==> src/design/npap_pkg.sv <==
// ----------------------------------------------------------------------------
// npap_pkg
// Shared types and constants for the nested protobuf audio parser.
// ----------------------------------------------------------------------------
package npap_pkg;

  // Default payload limit in bytes
  localparam int MAX_PAYLOAD_DEF = 4096;

  // Protobuf wire types that the parser understands
  localparam logic [2:0] WT_VARINT = 3'd0;
  localparam logic [2:0] WT_LEN    = 3'd2;

  // Last varint byte index (ten bytes at most)
  localparam logic [3:0] VARINT_LAST = 4'd9;

  // Largest accepted codec mode
  localparam logic [63:0] MODE_MAX = 64'd8;

  typedef enum logic [2:0] {
    ST_OK          = 3'd0,
    ST_BAD_VARINT  = 3'd1,
    ST_BAD_WIRE    = 3'd2,
    ST_OVERRUN     = 3'd3,
    ST_BAD_MODE    = 3'd4,
    ST_NOT_FOUND   = 3'd5,
    ST_MISSING     = 3'd6,
    ST_TOO_LONG    = 3'd7
  } status_t;

  typedef enum logic [4:0] {
    PH_KEY  = 5'b00001,
    PH_VAL  = 5'b00010,
    PH_LEN  = 5'b00100,
    PH_SKIP = 5'b01000,
    PH_DONE = 5'b10000
  } phase_t;

  typedef struct packed {
    status_t     status;
    logic [3:0]  codec_mode;
    logic [11:0] encoded_offset;
    logic [12:0] encoded_length;
  } npap_result_t;

endpackage

==> src/design/npap_core.sv <==
// ----------------------------------------------------------------------------
// npap_core
// Per-byte protobuf wire-format state update and end-of-payload verdict.
// ----------------------------------------------------------------------------
module npap_core #(
  parameter int MAX_PAYLOAD = npap_pkg::MAX_PAYLOAD_DEF
) (
  input  logic                  clk,
  input  logic                  rst,
  input  logic                  step,
  input  logic [7:0]            data_byte,
  input  logic                  last_byte,
  output npap_pkg::npap_result_t result
);
  import npap_pkg::*;

  localparam int POS_W = $clog2(MAX_PAYLOAD + 3);
  localparam int END_W = $clog2(2 * MAX_PAYLOAD + 2);

  localparam logic [POS_W-1:0] POS_MAX  = POS_W'(MAX_PAYLOAD);
  localparam logic [POS_W-1:0] POS_SAT  = POS_W'(MAX_PAYLOAD + 1);
  localparam logic [63:0]      LEN_LIM  = 64'(MAX_PAYLOAD);

  // State
  phase_t             phase,        phase_next;
  logic [1:0]         nest,         nest_next;
  logic [63:0]        accum,        accum_next;
  logic [3:0]         shift,        shift_next;
  logic [POS_W-1:0]   pos,          pos_next;
  logic [END_W-1:0]   mend0,        mend0_next;
  logic [END_W-1:0]   mend1,        mend1_next;
  logic               fn_one,       fn_one_next;
  logic               fn_two,       fn_two_next;
  logic [POS_W-1:0]   skip,         skip_next;
  logic               mode_seen,    mode_seen_next;
  logic               enc_seen,     enc_seen_next;
  logic [3:0]         held_mode,    held_mode_next;
  logic [POS_W-1:0]   held_off,     held_off_next;
  logic [POS_W-1:0]   held_len,     held_len_next;
  status_t            outcome,      outcome_next;

  // Working values
  logic [POS_W-1:0]   np;
  logic [END_W-1:0]   np_e;
  logic [3:0]         k;
  logic [63:0]        v;
  logic               at_end;
  logic [2:0]         wk;
  logic [END_W-1:0]   avail;
  logic [POS_W-1:0]   n;
  logic               len_bad;
  status_t            st;

  function automatic status_t close_code(input logic [1:0] lvl, input logic ok);
    if (lvl == 2'd1) begin
      return ST_NOT_FOUND;
    end
    return ok ? ST_OK : ST_MISSING;
  endfunction

  always_comb begin
    phase_next     = phase;
    nest_next      = nest;
    accum_next     = accum;
    shift_next     = shift;
    mend0_next     = mend0;
    mend1_next     = mend1;
    fn_one_next    = fn_one;
    fn_two_next    = fn_two;
    skip_next      = skip;
    mode_seen_next = mode_seen;
    enc_seen_next  = enc_seen;
    held_mode_next = held_mode;
    held_off_next  = held_off;
    held_len_next  = held_len;
    outcome_next   = outcome;
    avail          = '0;
    n              = '0;
    len_bad        = 1'b0;

    np       = pos + 1'b1;
    np_e     = END_W'(np);
    pos_next = (np > POS_SAT) ? POS_SAT : np;
    k        = (shift > VARINT_LAST) ? VARINT_LAST : shift;
    v        = accum | (64'(data_byte[6:0]) << ({2'b00, k} * 6'd7));
    wk       = v[2:0];
    at_end   = (nest == 2'd1 && np_e == mend0) || (nest == 2'd2 && np_e == mend1);

    if (phase != PH_DONE && pos < POS_MAX) begin
      if (phase == PH_SKIP) begin
        skip_next = skip - 1'b1;
        if (skip_next == '0) begin
          if (at_end) begin
            phase_next   = PH_DONE;
            outcome_next = close_code(nest, mode_seen && enc_seen && held_len != '0);
          end else begin
            phase_next = PH_KEY;
          end
        end
      end else begin
        accum_next = v;
        if (data_byte[7]) begin
          // continuation: fail on the tenth byte or at the message end
          if (k == VARINT_LAST || at_end) begin
            phase_next   = PH_DONE;
            outcome_next = ST_BAD_VARINT;
          end else begin
            shift_next = k + 1'b1;
          end
        end else begin
          accum_next = '0;
          shift_next = '0;
          unique case (phase)
            PH_KEY: begin
              fn_one_next = (v[34:3] == 32'd1);
              fn_two_next = (v[34:3] == 32'd2);
              if (wk != WT_VARINT && wk != WT_LEN) begin
                phase_next   = PH_DONE;
                outcome_next = ST_BAD_WIRE;
              end else if (at_end) begin
                phase_next   = PH_DONE;
                outcome_next = ST_BAD_VARINT;
              end else begin
                phase_next = (wk == WT_VARINT) ? PH_VAL : PH_LEN;
              end
            end
            PH_VAL: begin
              if (nest == 2'd2 && fn_one && v > MODE_MAX) begin
                phase_next   = PH_DONE;
                outcome_next = ST_BAD_MODE;
              end else begin
                if (nest == 2'd2 && fn_one) begin
                  held_mode_next = v[3:0];
                  mode_seen_next = 1'b1;
                end
                if (at_end) begin
                  phase_next   = PH_DONE;
                  outcome_next = close_code(nest,
                                   mode_seen_next && enc_seen && held_len != '0);
                end else begin
                  phase_next = PH_KEY;
                end
              end
            end
            PH_LEN: begin
              if (nest == 2'd0) begin
                n = (v > LEN_LIM) ? POS_SAT : v[POS_W-1:0];
              end else begin
                avail = ((nest == 2'd1) ? mend0 : mend1) - np_e;
                if (v > 64'(avail)) begin
                  len_bad = 1'b1;
                end else begin
                  n = v[POS_W-1:0];
                end
              end
              if (len_bad) begin
                phase_next   = PH_DONE;
                outcome_next = ST_OVERRUN;
              end else if (nest != 2'd2 && fn_one) begin
                // descend into the embedded message
                if (nest == 2'd0) begin
                  mend0_next = np_e + END_W'(n);
                end else begin
                  mend1_next = np_e + END_W'(n);
                end
                nest_next = nest + 1'b1;
                if (n == '0) begin
                  phase_next   = PH_DONE;
                  outcome_next = close_code(nest_next,
                                   mode_seen && enc_seen && held_len != '0);
                end else begin
                  phase_next = PH_KEY;
                end
              end else begin
                if (nest == 2'd2 && fn_two) begin
                  held_off_next = np;
                  held_len_next = n;
                  enc_seen_next = 1'b1;
                end
                skip_next = n;
                if (n != '0) begin
                  phase_next = PH_SKIP;
                end else if (at_end) begin
                  phase_next   = PH_DONE;
                  outcome_next = close_code(nest,
                                   mode_seen && enc_seen_next && held_len_next != '0);
                end else begin
                  phase_next = PH_KEY;
                end
              end
            end
            default: ;
          endcase
        end
      end
    end

    // Verdict from the updated state
    if (np > POS_MAX) begin
      st = ST_TOO_LONG;
    end else if (nest_next != 2'd0 && mend0_next > np_e) begin
      st = ST_OVERRUN;
    end else if (phase_next == PH_DONE) begin
      st = outcome_next;
    end else if (phase_next == PH_SKIP) begin
      st = ST_OVERRUN;
    end else if (phase_next == PH_KEY && shift_next == '0) begin
      st = ST_NOT_FOUND;
    end else begin
      st = ST_BAD_VARINT;
    end

    result        = '0;
    result.status = st;
    if (st == ST_OK) begin
      result.codec_mode     = held_mode_next;
      result.encoded_offset = 12'(held_off_next);
      result.encoded_length = 13'(held_len_next);
    end
  end

  always_ff @(posedge clk) begin
    if (rst || (step && last_byte)) begin
      phase     <= PH_KEY;
      nest      <= '0;
      accum     <= '0;
      shift     <= '0;
      pos       <= '0;
      mend0     <= '0;
      mend1     <= '0;
      fn_one    <= 1'b0;
      fn_two    <= 1'b0;
      skip      <= '0;
      mode_seen <= 1'b0;
      enc_seen  <= 1'b0;
      held_mode <= '0;
      held_off  <= '0;
      held_len  <= '0;
      outcome   <= ST_OK;
    end else if (step) begin
      phase     <= phase_next;
      nest      <= nest_next;
      accum     <= accum_next;
      shift     <= shift_next;
      pos       <= pos_next;
      mend0     <= mend0_next;
      mend1     <= mend1_next;
      fn_one    <= fn_one_next;
      fn_two    <= fn_two_next;
      skip      <= skip_next;
      mode_seen <= mode_seen_next;
      enc_seen  <= enc_seen_next;
      held_mode <= held_mode_next;
      held_off  <= held_off_next;
      held_len  <= held_len_next;
      outcome   <= outcome_next;
    end
  end

endmodule

==> src/design/nested_protobuf_audio_parser.sv <==
// ----------------------------------------------------------------------------
// nested_protobuf_audio_parser
// Streams a protobuf payload byte by byte and reports the codec mode and the
// location of the encoded audio inside the nested codec message.
// ----------------------------------------------------------------------------
//  channel | dir | handshake          | payload
//  s_*     | in  | s_tvalid/s_tready  | s_tdata[7:0] data_byte, s_tlast last_byte
//  m_*     | out | m_tvalid/m_tready  | m_tdata status, codec_mode, offset, length
//
//  One byte a cycle while no verdict is stalled: an accepted byte is parsed out
//  of the input register and the parser state advances as it leaves there, so
//  a request may enter every cycle.
//  A verdict lands in the result register at the edge on which its last byte
//  leaves the input register; a stalled verdict holds the next last byte there
//  and the bytes behind it wait, while earlier bytes are still parsed.
//  Synchronous reset clears the parser to the start of a payload; each last
//  byte also returns it there, ready for the next payload.
// ----------------------------------------------------------------------------
module nested_protobuf_audio_parser #(
  parameter int MAX_PAYLOAD = npap_pkg::MAX_PAYLOAD_DEF
) (
  input  logic        clk,
  input  logic        rst,
  input  logic        s_tvalid,
  output logic        s_tready,
  input  logic [7:0]  s_tdata,   // [7:0] data_byte
  input  logic        s_tlast,   // last_byte
  output logic        m_tvalid,
  input  logic        m_tready,
  output logic [31:0] m_tdata    // [2:0] status, [6:3] codec_mode,
                                 // [18:7] encoded_offset, [31:19] encoded_length
);
  import npap_pkg::*;

  // Input register
  logic        in_valid;
  logic [7:0]  in_byte;
  logic        in_last;

  logic         advance;
  npap_result_t result;

  // Parse the held byte unless it closes a payload whose verdict cannot land
  assign advance  = in_valid && (!in_last || !m_tvalid || m_tready);
  assign s_tready = !in_valid || advance;

  always_ff @(posedge clk) begin
    if (rst) begin
      in_valid <= 1'b0;
    end else if (s_tready) begin
      in_valid <= s_tvalid;
    end
  end

  always_ff @(posedge clk) begin
    if (s_tready && s_tvalid) begin
      in_byte <= s_tdata;
      in_last <= s_tlast;
    end
  end

  npap_core #(
    .MAX_PAYLOAD (MAX_PAYLOAD)
  ) u_core (
    .clk       (clk),
    .rst       (rst),
    .step      (advance),
    .data_byte (in_byte),
    .last_byte (in_last),
    .result    (result)
  );

  // Result register: load on a parsed last byte, drop when taken
  always_ff @(posedge clk) begin
    if (rst) begin
      m_tvalid <= 1'b0;
    end else if (advance && in_last) begin
      m_tvalid <= 1'b1;
    end else if (m_tready) begin
      m_tvalid <= 1'b0;
    end
  end

  always_ff @(posedge clk) begin
    if (advance && in_last) begin
      m_tdata <= {result.encoded_length, result.encoded_offset,
                  result.codec_mode, result.status};
    end
  end

endmodule

==> config.mk <==
export PLATFORM = sky130hd
export DESIGN_NAME = nested_protobuf_audio_parser
export DESIGN_NICKNAME = d
export VERILOG_FILES = /design/src/design/npap_pkg.sv /design/src/design/npap_core.sv /design/src/design/nested_protobuf_audio_parser.sv
export SDC_FILE = /design/constraint.sdc
export NUM_CORES = 1
export LEC_CHECK = 0
export BUFFER_PORTS_ARGS = -buffer_cell sky130_fd_sc_hd__buf_4
export CAP_MARGIN = 25
export CORE_ASPECT_RATIO = 1.1
export CORE_MARGIN = 4
export CORE_UTILIZATION = 30
export DETAILED_ROUTE_END_ITERATION = 8
export PLACE_DENSITY_LB_ADDON = 0.15
export SLEW_MARGIN = 40
export SYNTH_ARGS = -nofsm -noshare
export SYNTH_HDL_FRONTEND = slang
export SYNTH_SLANG_ARGS = --single-unit
==> constraint.sdc <==
create_clock -name clk -period 13.9 [get_ports clk]
set_input_delay 0 -clock clk [delete_from_list [all_inputs] [get_ports clk]]
set_output_delay 0 -clock clk [all_outputs]
set_load 0.05 [all_outputs]
* Word level (Yosys, flattened, before mapping)
Cells that the tools add are included.
** Word-level totals
- Flip-flop bits (word level) :: 208
- Bits in latches :: 0
- Memory bits (writable) :: 0
- ROM bits :: 0
- Input bits :: 13
- Output and inout port bits :: 34
- Word-level logic and storage cells :: 263
- Memories :: 0
** Cells by class
- Add/sub/neg operators :: 6
- $mul :: 1
- Div/mod/pow operators :: 0
- Magnitude comparators :: 8
- Equality and inequality tests :: 21
- Shift operators :: 1
- Multiplexer cells :: 150
- Bitwise gates (word level) :: 7
- Reductions and logical operators :: 47
** Operators by type and width (count)
- $mux 13 :: 26
- $mux 14 :: 8
- $mux 3 :: 30
- $mux 12 :: 7
- $mux 5 :: 13
- $gt 64x13->1 const B :: 1
- $gt 64x14->1 :: 1
- $gt 64x4->1 const B :: 1
- $mux 64 :: 1
- $or 64x64->64 :: 1
- $shl 7x6->64 :: 1
- $mux 1 :: 46
- $mux 4 :: 11
- $reduce_bool 13->1 :: 3
- $eq 32x1->1 const B :: 1
- $eq 32x2->1 const B :: 1
- $eq 13x14->1 :: 2
- $gt 13x13->1 const B :: 2
- $logic_not 13->1 :: 2
- $logic_and 1x1->1 :: 19
- $pmux 5 s3 :: 1
- $add 13x13->14 :: 1
- $gt 14x13->1 :: 1
- $sub 14x13->14 :: 1
- 34 further kinds :: 60

* Longest topological paths before layout
- Depth in word-level cells :: 35
- Mapped depth :: 59
- Gate-level depth less buffers :: 55

* Modules after synthesis
From an unflattened synthesis, not the netlist that was laid out.
** Second synthesis, totals
- Cell total of the unflattened synthesis :: 1760
- Area total of the unflattened synthesis :: 13957.1 µm²
** By module, submodules not included
- npap_core :: instances 1, cells an instance 1707, area each 12622.1 µm², seq. area each 3303.2 µm²
- nested_protobuf_audio_parser :: instances 1, cells an instance 53, area each 1335.0 µm², seq. area each 1271.2 µm²

* Worst setup path before layout
No wires, ideal clock.
- Path kind :: register to register
- Start point :: reg u_core.pos[0]
- End point :: reg m_tdata[24] (data pin)
- Setup time :: 0.190 ns
- Arrival time :: 10.706 ns
- Data required time :: 13.710 ns
- Slack :: 3.004 ns
- Stages on the path, launching flop included :: 58
- Path buffers :: 4
- Period minus slack after synthesis :: 10.896 ns
- Cell sequence :: dfxtp_1 -> clkbuf_1 -> inv_1 -> ha_1 -> clkbuf_1 -> inv_1 -> ha_1 -> nor2b_1 -> o21ai_0 -> a21oi_1 -> o21ai_0 -> a21oi_1 -> o21ai_0 -> a21oi_1 -> o21ai_0 -> a21oi_1 -> o21a_1 -> o21ai_0 -> (+22 left out) -> xor2_1 -> mux2_2 -> ha_1 -> a21o_1 -> a21o_1 -> a21oi_1 -> o21ai_0 -> a21o_1 -> a21o_1 -> a21o_1 -> a221oi_1 -> a311oi_1 -> a21boi_0 -> or3_4 -> a2111oi_4 -> nand2_2 -> buf_6 -> a2111oi_2
** RTL lines
- start, declared :: line npap_core.sv:29 : logic [POS_W-1:0] pos, pos_next;
- start signal, assigned :: line npap_core.sv:245 : pos <= pos_next;
- end signal, assigned :: line nested_protobuf_audio_parser.sv:86 : m_tdata <= {result.encoded_length, result.encoded_offset,
- end, declared :: line nested_protobuf_audio_parser.sv:30 : output logic [31:0] m_tdata

* Worst setup path in the final report
- Start point :: reg u_core.shift[3]
- End point :: reg m_tdata[20] (data pin)
** Between the ends
- Elaborated cells on any way between the ends :: 104
- Classes of those cells :: 2 x add/sub; 1 x mul; 5 x order compare; 5 x eq/ne; 1 x shift; 75 x mux; 1 x bitwise; 14 x reduce/logical
** RTL lines
- start, declared :: line npap_core.sv:28 : logic [3:0] shift, shift_next;
- start signal, assigned :: line npap_core.sv:244 : shift <= shift_next;
- $gt 4x4->1 :: line npap_core.sv:84 : k = (shift > VARINT_LAST) ? VARINT_LAST : shift;
- $mux 4 (*) :: line npap_core.sv:84
- $mul 4x3->6 (*) :: line npap_core.sv:85 : v = accum | (64'(data_byte[6:0]) << ({2'b00, k} * 6'd7));
- $shl 7x6->64 (*) :: line npap_core.sv:85
- $or 64x64->64 (*) :: line npap_core.sv:85
- $gt 64x14->1 or $gt 64x13->1 (tied branches) :: line npap_core.sv:150, npap_core.sv:147
- $mux 13, on equally long branches :: line npap_core.sv:150, npap_core.sv:147
- $mux 13 :: line npap_core.sv:146 : if (nest == 2'd0) begin
- (+10 left out)
- $mux 14 (*) :: line npap_core.sv:90 : if (phase == PH_SKIP) begin
- $mux 14 (*) :: line npap_core.sv:89 : if (phase != PH_DONE && pos < POS_MAX) begin
- via u_core.mend0_next[8] :: line npap_core.sv:30 : logic [END_W-1:0] mend0, mend0_next;
- $gt 14x13->1 (*) :: line npap_core.sv:201 : end else if (nest_next != 2'd0 && mend0_next > np_e) begin
- $logic_and 1x1->1 (*) :: line npap_core.sv:201
- $mux 3 (*) :: line npap_core.sv:201
- $mux 3 (*) :: line npap_core.sv:199 : if (np > POS_MAX) begin
- $logic_not 3->1 (*) :: line npap_core.sv:215 : if (st == ST_OK) begin
The timed path passes the listed nets; every way through them passes the cells marked *. The select of a mux whose other input is x is not followed.
A chain may end at the register's enable or synchronous reset.

==> reports/metrics.cfg <==
[pwr]
leakagePower_nw = 6.51
p_seq_share_pct = 38.3
intPower_mw = 1.13
power.switching_mw = 0.514
power.switching_fraction_pct = 31.3
ir_worst_vdd_mv = 0.0796
power_density_over_the_cells_mw_per_mm2 = 97.9
clock_power_share_pct = 43.0
share_comb_of_total_power_pct = 18.7

[cts]
cts_num_sinks = 208
root_buffer = sky130_fd_sc_hd__clkbuf_16
numCtsBuffers = 27
cts.clk_slew.worst_paths_ns = 0.07
clock_insertion_delay_worst_skew_ns = 0.56
clock_tree.buffer_depth = 3
post_cts_buffers = 0
clock_tree.htree_level_count = 1
cts_tree = done

[flow_run]
maxCapViolCount = 0

[setup_path]
max_stage_delay_ns = 0.96
cpMaxStageDelayCell = sky130_fd_sc_hd__fa_1
required_ns = 14.20
startpoint_to_endpoint_class_of_the_critical_path = flop to flop
timing.critical_path.arrival_ns = 13.20
reg2regPathDepth = 47
crit_path_start_kind = flop
critical_path.max_fanout = 22
end_kind = flop

[synthesis]
async_flop_share_pct = 0
synth_area_leaders = sky130_fd_sc_hd__dfxtp_1 (23%), sky130_fd_sc_hd__edfxtp_1 (8.4%), sky130_fd_sc_hd__nor2_1 (6.7%)
synth_enable_flop_cells = 41
post_synth_instance_area_sq_mm = 0.0147
yosys-top-cells-count = sky130_fd_sc_hd__nor2_1 (263), sky130_fd_sc_hd__dfxtp_1 (167), sky130_fd_sc_hd__a21oi_1 (144)
seq_area_frac_synth_pct = 31.0
synth-seq-cells = 208
synthMostInstantiatedCell = sky130_fd_sc_hd__nor2_1
postSynthAreaPerCell_sq_um = 7.97
ys_dominant_reg_cell = sky130_fd_sc_hd__dfxtp_1
synthesis.nets = 1931
netlist.area_leader.share_pct = 22.7
netlist-cell-type-count = 103
netlist_instances = 1849
yosys_warnings = 0
cell_accounting_for_the_most_synthesized_area = sky130_fd_sc_hd__dfxtp_1

[routing]
detail_route.drc_violations = 0
dr_total_vias = 14400
viasPerCell = 5.72
route.detailed.wl_per_inst_microns = 21.8
detailedRoute.firstIterationViolations = 1183
drt-total-wl_microns = 55000
dr.pass1.iters = 6
ant_nets = 0

[cells_and_area]
synthToLayoutAreaGrowth_pct = 13.9
drive_gt1_share_pct = 12.3
diodes = 0
nets = 1936

[global_routing]
grt.overflow.total = 0
grt_first_pass_wirelength_microns = 83100
first_global_vias = 13700
grt_antenna_before_repair = 0
global_route.usage.total_pct = 20.1
grt_max_degree = 70

[floorplanning]
core_region_area_sq_mm = 0.0482
start_util_pct = 30.5
fp.dieW_microns = 219
die_area_sq_mm = 0.0527
num_rows = 84
num_io_pins = 47
die-height_microns = 240

[hold_path]
hold_depth = 2
min_path_type = input pin to flop

[timing]
setup_ws_final_ns = 1.01
final.period_utilization_pct = 92.8
setup-tns-final_ns = 0
timing.clock.skew_ns = 0.0174
final.min_clock_period_ns = 12.89
setup_viol_count_final = 0
transition_time_of_the_tightest_slew_check_pin_ns = 0.919
setup_repair_after_global_routing_missed_its_margin = no
clock.fmax_mhz = 77.6
finalHoldViolations = 0
drv_slew = 0
maxSlewHeadroom_pct = 38.3

[status]
status = finished clean

[placement]
place_ws_ns = 1.05
globalplace.congestion = 0.916
dp_hpwl_microns = 40700
numPortBuffers = 46

[metal layers]
metal  global-route usage [%]  vias up  wire length, microns
li1                         -     6838                     -
met1                     26.6     7041                 24200
met2                     33.7      428                 25900
met3                     2.77       99                  2810
met4                     7.20        0                  2090
met5                        0        -                     0
[registers in the layout (all words and copies together) (netlist names)]
| name | flops |
|---|---|
| u_core.pos | 13 |
| in_valid | 1 |
| u_core.fn_two | 1 |
| u_core.mend1 | 14 |
| u_core.fn_one | 1 |
| u_core.accum | 64 |
| in_last | 1 |
| u_core.held_off | 12 |
| m_tdata | 32 |
| u_core.nest | 2 |
| u_core.enc_seen | 1 |
| u_core.held_mode | 4 |
| u_core.skip | 13 |
| u_core.mode_seen | 1 |
| u_core.phase | 5 |
| in_byte | 8 |
| u_core.outcome | 3 |
| u_core.shift | 4 |
| u_core.mend0 | 14 |
| m_tvalid | 1 |
| u_core.held_len | 13 |
[cell type report]
cell class	instances	area [sq um]
inverters	86	323
multi-input cells	1430	9400
clock inverters	10	88.8
fillers	5102	31500
repair buffers	101	791
clock buffers	38	788
flip-flops and latches	208	4580
well taps	645	807
[worst max-delay path: cells and delay by family, from the launching register on]
family	cells	cell delay (ns)
compound gates	26	5.98
fa+ha+maj	7	2.55
simple gates	5	1.57
buf+inv	7	1.09
flops	1	0.75
mux	1	0.37
xor+xnor	1	0.31
[what timing repair did]
item / 4_1_cts / 5_1_grt
gates resized for setup: 0 / 2
setup endpoints to repair: 0 / 1
hold endpoints to repair: 24 / 0
hold buffers: 13 / 0
[through the flow]
stage / power (mW) / hold WS (ns) / area [sq um] / utilization, % / instances
floorplan: 0.841 / 0.0691 / 14700 / - / 1849
global placement: 0.938 / 0.180 / 15700 / 32.5 / 2457
detailed placement: 0.941 / 0.180 / 15700 / 32.6 / 2457
CTS: 1.66 / 0.133 / 16800 / 34.7 / 2518
global route: 1.71 / 0.159 / 16800 / 34.8 / 2518
finish: 1.64 / 0.166 / 16800 / 34.8 / 2518
[worst paths after layout]
| check | startpoint | endpoint | slack [ns] |
|---|---|---|---|
| min reg2reg | u_core.accum[35] | u_core.accum[35] | 0.45 |
| max reg2reg | u_core.shift[3] | m_tdata[20] | 1.01 |
| min | s_tdata[1] | in_byte[1] | 0.17 |
| max | u_core.shift[3] | m_tdata[20] | 1.01 |
[cells by family (layout without fill, tap and decap cells)]
logic type / count (synthesis) / after routing / synth area share (%)
XOR/XNOR: 65 / 65 / 4.42
buffers and inverters: 211 / 235 / 5.82
flip-flops: 208 / 208 / 31.0
multiplexers: 47 / 47 / 3.41
AND/OR/NAND/NOR: 723 / 723 / 23.9
adder cells (fa/ha/maj): 70 / 70 / 6.13
AO/OA/AOI/OAI: 525 / 525 / 25.3
[power groups by stage]
stage	sequential (mW)	combinational (mW)	clock [mW]
detailed placement	0.642	0.298	0
global placement	0.642	0.296	0
finish	0.629	0.307	0.707
global route	0.630	0.330	0.752
CTS	0.629	0.303	0.731
floorplan	0.642	0.199	0
[layout by cell type (no fill, tap or decap), drive strengths merged, types with 11 or more instances in the layout]
master,n
a2111oi,26
a211oi,35
a21o,23
a21oi,145
a22oi,46
a31oi,22
a32oi,16
and2,15
buf,88
clkbuf,38
dfxtp,167
dlygate4sd3,13
edfxtp,41
ha,65
inv,88
mux2,23
mux2i,24
nand2,133
nand2b,23
nand3,53
nand4,33
nor2,264
nor3,68
nor3b,11
nor4,28
o211ai,13
o21a,11
o21ai,78
o31ai,12
or2,16
or3,20
xnor2,35
xor2,24
No activity file was read; power rests on OpenSTA's default activity.
